--- config.mk ---
export PLATFORM = sky130hd
export DESIGN_NAME = wildcard_signature_scanner_core
export DESIGN_NICKNAME = d
export VERILOG_FILES = /design/src/wss_pkg.sv /design/src/wildcard_signature_scanner_core.sv
export SDC_FILE = /design/constraint.sdc
export NUM_CORES = 2
export LEC_CHECK = 0
export ABC_AREA = 0
export BUFFER_PORTS_ARGS = -buffer_cell sky130_fd_sc_hd__buf_2
export CELL_PAD_IN_SITES_DETAIL_PLACEMENT = 0
export CELL_PAD_IN_SITES_GLOBAL_PLACEMENT = 1
export CORE_UTILIZATION = 44
export CTS_CLUSTER_SIZE = 25
export DETAILED_ROUTE_END_ITERATION = 6
export PLACE_DENSITY_LB_ADDON = 0.1
export SYNTH_ARGS = -nofsm -noshare
export SYNTH_HDL_FRONTEND = slang
export SYNTH_SLANG_ARGS = --single-unit
--- constraint.sdc ---
create_clock -name clk_i -period 7.8 [get_ports clk_i]
set_input_delay 0.39 -clock clk_i [delete_from_list [all_inputs] [get_ports clk_i]]
set_output_delay 0.39 -clock clk_i [all_outputs]
set_load 0.01 [all_outputs]
--- src/wss_pkg.sv ---
`default_nettype none

package wss_pkg;

  localparam int unsigned PatternMax = 24;
  localparam int unsigned LenW       = 5;
  localparam int unsigned AddrW      = 6;
  localparam int unsigned DataW      = 64;

  localparam logic [31:0] DispBias = 32'd4;

  localparam logic [2:0] RegPatLow  = 3'd0;
  localparam logic [2:0] RegPatMid  = 3'd1;
  localparam logic [2:0] RegPatHigh = 3'd2;
  localparam logic [2:0] RegMask    = 3'd3;
  localparam logic [2:0] RegLen     = 3'd4;
  localparam logic [2:0] RegOffset  = 3'd5;

  typedef struct packed {
    logic [7:0] data_byte;
    logic       last_byte;
  } wss_in_t;

  typedef struct packed {
    logic        found;
    logic [31:0] target;
    logic [31:0] match_start;
  } wss_out_t;

endpackage

`default_nettype wire

--- src/wildcard_signature_scanner_core.sv ---
// Wildcard signature scanner.
// Input channel: one buffer byte per request (in_req_i), with last_byte on
// the final byte of a buffer. Output channel: at most one request per buffer,
// found=1 with target and match_start on the first pattern match, or found=0
// on the last byte when no match was seen. The end of a buffer rearms the
// scanner.
// Throughput: one byte per cycle while in_stall_o is low. The window compare
// is a single parallel stage between the byte window registers and the output
// register, so out_valid_o rises once the deciding byte has passed the window
// registers and then the output register.
// Stall: the output register holds its request while out_stall_i is high;
// one more byte is taken meanwhile, then in_stall_o rises until the
// output register drains.
// Reset: asynchronous, active low; config and control registers return to reset
// values (pattern_len 1, all others 0) and the scanner starts a fresh buffer.
// Configuration: APB port, registers at 8*i, 64-bit data; the user must write
// them only while no bytes are in flight, the core does not enforce this.
`default_nettype none

module wildcard_signature_scanner_core
  import wss_pkg::*;
(
  input  wire logic               clk_i,
  input  wire logic               rst_ni,
  input  wire logic               in_valid_i,
  output logic                    in_stall_o,
  input  wire wss_in_t            in_req_i,
  output logic                    out_valid_o,
  input  wire logic               out_stall_i,
  output wss_out_t                out_req_o,
  input  wire logic               psel,
  input  wire logic               penable,
  input  wire logic               pwrite,
  input  wire logic [AddrW-1:0]   paddr,
  input  wire logic [DataW-1:0]   pwdata,
  output logic [DataW-1:0]        prdata,
  output logic                    pready
);

  logic [63:0]     pat_low_q, pat_mid_q, pat_high_q;
  logic [23:0]     mask_q;
  logic [LenW-1:0] len_q, off_q;
  logic [2:0]      reg_idx;

  logic [PatternMax-1:0][7:0] ap_q, ap_d;
  logic [PatternMax-1:0]      am_q, am_d;
  logic                       cfg_ok_q, cfg_ok_d;
  logic [LenW-1:0]            dbase_q, dbase_d;
  logic [LenW-1:0]            lenm1_q, lenm1_d;
  logic [31:0]                tadd_q, tadd_d;
  logic [191:0]               pat_flat;

  logic [PatternMax-1:0][7:0] win_q;
  logic [LenW-1:0]            fill_q;
  logic [31:0]                pos_q;
  logic                       done_q;

  logic        s2_valid_q;
  logic        s2_last_q;
  logic [31:0] s2_pos_q;

  logic        out_valid_q;
  wss_out_t    out_q;

  logic        accept, s2_go, clear, match, emit;
  logic [31:0] disp;
  logic [31:0] pos_base;
  logic [LenW-1:0] fill_base;

  assign reg_idx = paddr[AddrW-1:3];
  assign pready  = 1'b1;

  always_ff @(posedge clk_i or negedge rst_ni) begin
    if (!rst_ni) begin
      pat_low_q  <= '0;
      pat_mid_q  <= '0;
      pat_high_q <= '0;
      mask_q     <= '0;
      len_q      <= LenW'(1);
      off_q      <= '0;
    end else if (psel && penable && pwrite) begin
      unique case (reg_idx)
        RegPatLow:  pat_low_q  <= pwdata;
        RegPatMid:  pat_mid_q  <= pwdata;
        RegPatHigh: pat_high_q <= pwdata;
        RegMask:    mask_q     <= pwdata[23:0];
        RegLen:     len_q      <= pwdata[LenW-1:0];
        RegOffset:  off_q      <= pwdata[LenW-1:0];
        default: ;
      endcase
    end
  end

  always_comb begin
    prdata = '0;
    unique case (reg_idx)
      RegPatLow:  prdata = pat_low_q;
      RegPatMid:  prdata = pat_mid_q;
      RegPatHigh: prdata = pat_high_q;
      RegMask:    prdata = {40'd0, mask_q};
      RegLen:     prdata = {{(DataW-LenW){1'b0}}, len_q};
      RegOffset:  prdata = {{(DataW-LenW){1'b0}}, off_q};
      default:    prdata = '0;
    endcase
  end

  // pattern aligned to window slots: slot j holds pattern byte len-1-j
  assign pat_flat = {pat_high_q, pat_mid_q, pat_low_q};

  always_comb begin
    logic [LenW-1:0] pidx;
    for (int j = 0; j < PatternMax; j++) begin
      pidx  = LenW'(len_q - LenW'(j) - LenW'(1));
      ap_d[j] = '0;
      am_d[j] = 1'b0;
      if ((LenW'(j) < len_q) && (pidx < LenW'(PatternMax))) begin
        ap_d[j] = pat_flat[8*pidx +: 8];
        am_d[j] = mask_q[pidx];
      end
    end
    cfg_ok_d = (len_q != '0) && (len_q <= LenW'(PatternMax)) &&
               ({1'b0, off_q} + 6'd4 <= {1'b0, len_q});
    dbase_d  = LenW'(len_q - off_q - LenW'(1));
    lenm1_d  = LenW'(len_q - LenW'(1));
    tadd_d   = 32'(off_q) + DispBias - 32'(len_q) + 32'd1;
  end

  always_ff @(posedge clk_i) begin
    ap_q     <= ap_d;
    am_q     <= am_d;
    cfg_ok_q <= cfg_ok_d;
    dbase_q  <= dbase_d;
    lenm1_q  <= lenm1_d;
    tadd_q   <= tadd_d;
  end

  // compare stage
  always_comb begin
    logic [LenW-1:0] dsel;
    match = cfg_ok_q && (fill_q >= len_q);
    for (int j = 0; j < PatternMax; j++) begin
      if (am_q[j] && (win_q[j] != ap_q[j])) begin
        match = 1'b0;
      end
    end
    disp = '0;
    for (int k = 0; k < 4; k++) begin
      dsel = LenW'(dbase_q - LenW'(k));
      if (dsel < LenW'(PatternMax)) begin
        disp[8*k +: 8] = win_q[dsel];
      end
    end
  end

  assign s2_go      = s2_valid_q && (!out_valid_q || !out_stall_i);
  assign in_stall_o = s2_valid_q && !s2_go;
  assign accept     = in_valid_i && !in_stall_o;
  assign clear      = s2_go && s2_last_q;
  assign emit       = !done_q && (match || s2_last_q);
  assign pos_base   = clear ? '0 : pos_q;
  assign fill_base  = clear ? '0 : fill_q;

  always_ff @(posedge clk_i or negedge rst_ni) begin
    if (!rst_ni) begin
      fill_q     <= '0;
      pos_q      <= '0;
      done_q     <= 1'b0;
      s2_valid_q <= 1'b0;
    end else begin
      if (s2_go) begin
        done_q <= s2_last_q ? 1'b0 : (done_q | match);
      end
      if (accept) begin
        s2_valid_q <= 1'b1;
        pos_q      <= pos_base + 32'd1;
        fill_q     <= (fill_base < LenW'(PatternMax)) ? LenW'(fill_base + LenW'(1))
                                                     : fill_base;
      end else begin
        if (s2_go) begin
          s2_valid_q <= 1'b0;
        end
        if (clear) begin
          pos_q  <= '0;
          fill_q <= '0;
        end
      end
    end
  end

  always_ff @(posedge clk_i) begin
    if (accept) begin
      win_q     <= {win_q[PatternMax-2:0], in_req_i.data_byte};
      s2_last_q <= in_req_i.last_byte;
      s2_pos_q  <= pos_base;
    end
  end

  always_ff @(posedge clk_i or negedge rst_ni) begin
    if (!rst_ni) begin
      out_valid_q <= 1'b0;
    end else if (!out_valid_q || !out_stall_i) begin
      out_valid_q <= s2_valid_q && emit;
    end
  end

  always_ff @(posedge clk_i) begin
    if (s2_go && emit) begin
      out_q.found       <= match;
      out_q.target      <= match ? (disp + s2_pos_q + tadd_q) : '0;
      out_q.match_start <= match ? (s2_pos_q - 32'(lenm1_q)) : '0;
    end
  end

  assign out_valid_o = out_valid_q;
  assign out_req_o   = out_q;

endmodule

`default_nettype wire

After elaboration in Yosys (flattened, before gate mapping)
Cells that the tools add are included.
{ "op_classes": {"order_cmp": 84, "n_reduce_logical": 76, "n_mux": 93, "div": 0, "bitwise_logic": 1, "n_eq_ne": 29, "shift": 24, "add_sub_neg": 60, "n_mul": 0} }
{ "ops": {"columns": ["op", "count"], "rows": [
  ["$shiftx A192 B9 Y8", 24],
  ["$pmux W64 S6", 1],
  ["$ne A8 B8 Y1", 24],
  ["$lt A5 B6 Y1 const B", 28],
  ["$bmux W8 S5", 4],
  ["$lt A5 B5 Y1 const B", 29],
  ["$sub A5 B1 Y5 const B", 26],
  ["$bmux W1 S5", 24],
  ["$add A32 B32 Y32", 2],
  ["$mux W32", 2],
  ["$mux W8", 8],
  ["$logic_and A1 B1 Y1", 60],
  ["$mux W1", 51],
  ["$lt A4 B5 Y1 const A", 8],
  ["$lt A5 B5 Y1 const A", 8],
  ["$sub A5 B4 Y5 const B", 8],
  ["$sub A5 B5 Y5 const B", 8],
  ["$add A32 B1 Y32 const B", 1],
  ["$sub A32 B5 Y32", 1],
  ["$lt A3 B5 Y1 const A", 4],
  ["$sub A5 B2 Y5 const B", 4],
  ["$sub A5 B3 Y5 const B", 4],
  ["$mux W5", 3],
  ["$add A5 B3 Y6 const B", 2],
  ["19 further kinds", 33]
]} }
{ "totals": {"reg_bits": 791, "latchBits": 0, "inputBits": 86, "ramBits": 0, "rom_bits": 0, "out_inout_bits": 132, "memories": 0, "elab_cells": 459} }

Logic depth before layout (Yosys ltp)
{ "logic_depth": {"ltp_word": 29, "depth_mapped": 26, "ltp_nobuf": 19} }

Worst setup path after synthesis
OpenSTA, ideal clock, no wires.
{ "synth_timing": {"path_type": "register to register", "start": "register out_valid_q, in the netlist out_valid_o", "end": "register fill_q[4]", "setup_time_ns": 0.152, "t_arrival_ns": 6.785, "path_stages_with_launch": 6, "period_less_slack_ns": 6.937, "slack_ns": 0.863, "required_ns": 7.648, "n_path_buf": 0, "cell_sequence": "dfrtp_1 -> nand3_1 -> nand2_1 -> clkinv_1 -> a41oi_1 -> nor2_1"} }
{ "synth_via": {"elab_chain_len": 8, "elab_cells_between_ends": 13, "classes_between": "add/sub: 1; order compare: 1; mux: 3; reduce/logical: 8"} }
{ "synth_lines": {"columns": ["item", "line_no", "rtl"], "rows": [
  ["start: declaration", "wildcard_signature_scanner_core.sv:62", "logic out_valid_q;"],
  ["start signal: assignment", "wildcard_signature_scanner_core.sv:202", "out_valid_q <= s2_valid_q && emit;"],
  ["$logic_not A1 Y1", "wildcard_signature_scanner_core.sv:155", "assign s2_go = s2_valid_q && (!out_valid_q || !out_stall_i);"],
  ["$logic_or A1 B1 Y1", "wildcard_signature_scanner_core.sv:155", null],
  ["$logic_and A1 B1 Y1", "wildcard_signature_scanner_core.sv:155", null],
  ["$logic_not A1 Y1", "wildcard_signature_scanner_core.sv:156", "assign in_stall_o = s2_valid_q && !s2_go;"],
  ["$logic_and A1 B1 Y1", "wildcard_signature_scanner_core.sv:156", null],
  ["$logic_not A1 Y1", "wildcard_signature_scanner_core.sv:157", "assign accept = in_valid_i && !in_stall_o;"],
  ["$logic_and A1 B1 Y1", "wildcard_signature_scanner_core.sv:157", null],
  ["via accept", "wildcard_signature_scanner_core.sv:65", "logic accept, s2_go, clear, match, emit;"],
  ["$mux W5", "wildcard_signature_scanner_core.sv:173", "if (accept) begin"],
  ["end signal: assignment", "wildcard_signature_scanner_core.sv:176", "fill_q <= (fill_base < LenW'(PatternMax)) ? LenW'(fill_base + LenW'(1))"],
  ["end: declaration", "wildcard_signature_scanner_core.sv:54", "logic [LenW-1:0] fill_q;"]
]} }
The timed path passes the listed nets, and every way through them passes these cells.
A chain may end at the register's enable or synchronous reset.

Worst setup path after layout
{ "layout_timing": {"start": "register tadd_q[0]", "end": "register out_q (netlist bit out_req_o[61]), data pin"} }
{ "layout_via": {"elab_chain_len": 1} }
{ "layout_lines": {"columns": ["item", "line_no", "rtl"], "rows": [
  ["start: declaration", "wildcard_signature_scanner_core.sv:50", "logic [31:0] tadd_q, tadd_d;"],
  ["start signal: assignment", "wildcard_signature_scanner_core.sv:134", "tadd_q <= tadd_d;"],
  ["$add A32 B32 Y32", "wildcard_signature_scanner_core.sv:209", "out_q.target <= match ? (disp + s2_pos_q + tadd_q) : '0;"],
  ["end: declaration", "wildcard_signature_scanner_core.sv:63", "wss_out_t out_q;"]
]} }
Every way passes these cells.

==> summary.txt <==
Run status
  • Outcome: complete, but fails checks
  • Violated checks: design-rule violations

Logic synthesis
  • Post-synth EDFFs: 290
  • Seq/Total Area, Yosys: 0.387
  • Synth unique cells: 76
  • Most frequent cells after synthesis: nor2_1 (513), mux4_2 (439), nand2_1 (424)
  • Post-synth net total: 4744
  • Syn Std Cell Area: 51800 sq um
  • Syn Area/Cell: 11.4 sq um
  • Synth top area share: 0.191
  • FFs w/ async S/R, synth: 0.337
  • Register bit total from synthesis: 790
  • Yosys warns: 0
  • Most frequent cell after synthesis: nor2_1
  • Synth area leader: mux4_2
  • Largest cells by area after synthesis: mux4_2 (19%), edfxtp_1 (17%), dfrtp_1 (13%), dfxtp_1 (9.1%), mux2i_1 (6.2%)
  • Post-synth top flop: edfxtp_1
  • Gate Count Post-Synth: 4542

CTS
  • CTS sink cnt: 790
  • CTS buffer count: 89
  • Worst skew pair latency: 730 ps
  • H-tree levels: 3
  • CTS tree: yes
  • Max Buffers Root-to-Sink: 3
  • Clock root buffer: clkbuf_16
  • Clock slew at reported path FFs: 60 ps
  • Post-CTS Repair Setup Buffers: 0

Timing
  • Slew margin rel.: 0.100
  • Clock Skews: 46.0 ps
  • Ratio of final minimum period to clock period: 0.833
  • Worst-Margin Slew: 1340 ps
  • Fmax: 0.154 GHz
  • Setup TNS: 0 ps
  • Final-report max-slew violation count: 0
  • Min Clock Period, post-route: 6500 ps
  • Final Hold Fails: 0
  • Unrepaired setup endpoints after global routing: false
  • Final setup viols: 0

Pwr
  • Maximum vdd drop: 0.000280 V
  • PwrDens: 448 nW/um^2
  • Overall power: 0.0261 W
  • Cell leakage power: 22.6 nW
  • Combinational share of power: 0.587
  • Flop pwr share: 0.244
  • Switching share of power: 0.468
  • Clock share of power: 0.169
  • Switching pwr: 0.0122 W
  • Internal: 0.0139 W

Global routing
  • Global Route Usage Sum: 0.354
  • Initial antenna violation count: 3
  • Largest net degree at the start of global routing: 147
  • Vias in the first global route: 37505
  • First-pass GRT wire length: 295 mm
  • Remaining global-route overflow: 0

Drt
  • Routed len/inst: 33.5 um
  • Final ANT Viol Nets: 0
  • Drt total wl: 211 mm
  • Highest metal used: met4
  • DRT iter0 DRCs: 4617
  • Routed vias: 40483
  • Wire length on met3: 17.2 mm
  • Routed vias/inst: 6.41
  • Metal2 WL: 92.5 mm
  • DRC errors left: 2
  • Met1 wire length: 84.4 mm
  • DR pass1 iterations: 7

Worst setup path
  • R2R depth: 16
  • Crit path arrival time: 6950 ps
  • Worst setup EP type: flip-flop
  • Reg2reg setup slack: 1300 ps
  • Worst Path Required: 8250 ps
  • CP max FO: 39
  • Startpoint Class: flip-flop
  • CP Class: reg2reg

Place
  • Hpwl dp: 165 mm
  • Port bufs: 213
  • Global placement routability congestion: 1.03

Finish
  • NumNets Final: 4912
  • Ratio of cells with drive above 1 in the final layout: 0.256
  • Area Growth Syn to Fin: 12.6%

Worst hold path
  • Hold crit path type: in2reg
  • Hold Path Stages: 3

Floorplanning
  • Die area: 119000 sq um
  • Initial Utilization: 0.445
  • # rows: 125
  • Die width: 345 um
  • Die height: 345 um
  • Ports: 218
  • Core area: 116000 sq um

Run
  • MaxCap Viol Count: 0
-- critical path, stage by stage (launching register included) --
cell and delay [ps]:
dfxtp_4 670, inv_1 210, ha_4 730, buf_4 390, mux4_2 330, mux4_2 580, a22o_1 290, fa_1 440
ha_1 400, and3_1 260, a31oi_1 170, nand2_1 110, o21ai_0 340, a21oi_1 220, o41ai_2 450, o31ai_1 110
a2111oi_0 480
-- layout make-up --
| cell class | instances | area, sq um |
|---|---|---|
| Clock inverter | 41 | 536 |
| Multi-Input combinational cell | 3386 | 30400 |
| Antenna cell | 4 | 10.0 |
| Fill cell | 10660 | 58100 |
| Timing Repair Buffer | 373 | 2500 |
| Inverter | 70 | 270 |
| Tap cell | 1524 | 1910 |
| Sequential cell | 790 | 20100 |
| Clock buffer | 123 | 2540 |
-- cell usage in the layout (no fill, tap or decap), types with 28 or more instances in the layout --
| master | instances |
|---|---|
| a21oi_1 | 276 |
| nand4_1 | 65 |
| nand2_1 | 424 |
| o21ai_0 | 160 |
| xnor2_1 | 267 |
| ha_1 | 77 |
| dfxtp_1 | 231 |
| nor2_1 | 511 |
| buf_4 | 87 |
| inv_1 | 62 |
| dlygate4sd3_1 | 69 |
| fa_1 | 36 |
| nand3_1 | 66 |
| buf_2 | 212 |
| edfxtp_1 | 290 |
| a22o_1 | 28 |
| mux2_2 | 275 |
| nor3_1 | 30 |
| mux4_2 | 439 |
| mux2i_1 | 321 |
| xor2_1 | 43 |
| clkbuf_16 | 91 |
| and2_1 | 51 |
| dfrtp_1 | 262 |
-- repair_timing --
item                      in CTS  in global routing
resized for setup              0                  0
hold endpoints to repair     273                  0
hold buffers                  69                  0
-- state kept, by name, indices dropped and copies added, names as in the netlist, 4 cells and up --
register    count
ap_q          192
win_q         192
out_req_o      65
pat_high_q     64
pat_low_q      64
pat_mid_q      64
pos_q          32
s2_pos_q       32
am_q           24
mask_q         24
tadd_q          8
fill_q          5
len_q           5
lenm1_q         5
off_q           5
dbase_q         4
-- path summary, 6_finish.rpt --
path                                 from             end
worst max-delay path            tadd_q[0]   out_req_o[61]
worst min-delay path            pwdata[3]        off_q[3]
worst max register to register  tadd_q[0]   out_req_o[61]
worst min register to register     done_q          done_q
max in group asynchronous          rst_ni  pat_high_q[50]
min in group asynchronous          rst_ni       pos_q[31]
-- kinds of logic (layout without fill, tap and decap cells) --
kind of cell,Yosys count,in the layout,synth area share
other cells,1,5,0.0000724
mux,1035,1035,0.313
fa+ha+maj,116,116,0.0333
xor+xnor,326,326,0.0557
simple gates,1250,1250,0.106
compound gates,658,658,0.0764
flops,790,790,0.387
buf+inv,366,607,0.0287
-- routing by layer --
metal	track usage	up-vias
li1	-	17321
met1	0.477	20492
met2	0.529	2192
met3	0.0574	478
met4	0.234	0
met5	0	-
-- metrics by stage --
step / instance area, sq um / utilization / std cells / hold WS [ps] / setup slack, ps
final: 58300 / 0.501 / 6311 / 43.4 / 1300
after global routing: 58300 / 0.501 / 6307 / 27.1 / 836
after CTS: 58300 / 0.501 / 6307 / 6.30 / 1280
after detailed placement: 54500 / 0.468 / 6074 / 409 / 1310
after global placement: 54500 / 0.468 / 6074 / 409 / 1310
after floorplan: 51800 / - / 4542 / 94.4 / 863
-- power by group through the flow --
stage	combinational [W]	sequential, W	clock (W)
3_3_place_gp	0.0150	0.00639	0
3_5_place_dp	0.0150	0.00641	0
6_report	0.0153	0.00637	0.00441
2_1_floorplan	0.0105	0.00575	0
5_1_grt	0.0163	0.00642	0.00461
4_1_cts	0.0151	0.00633	0.00446
Power figures use the tool's default switching activity.
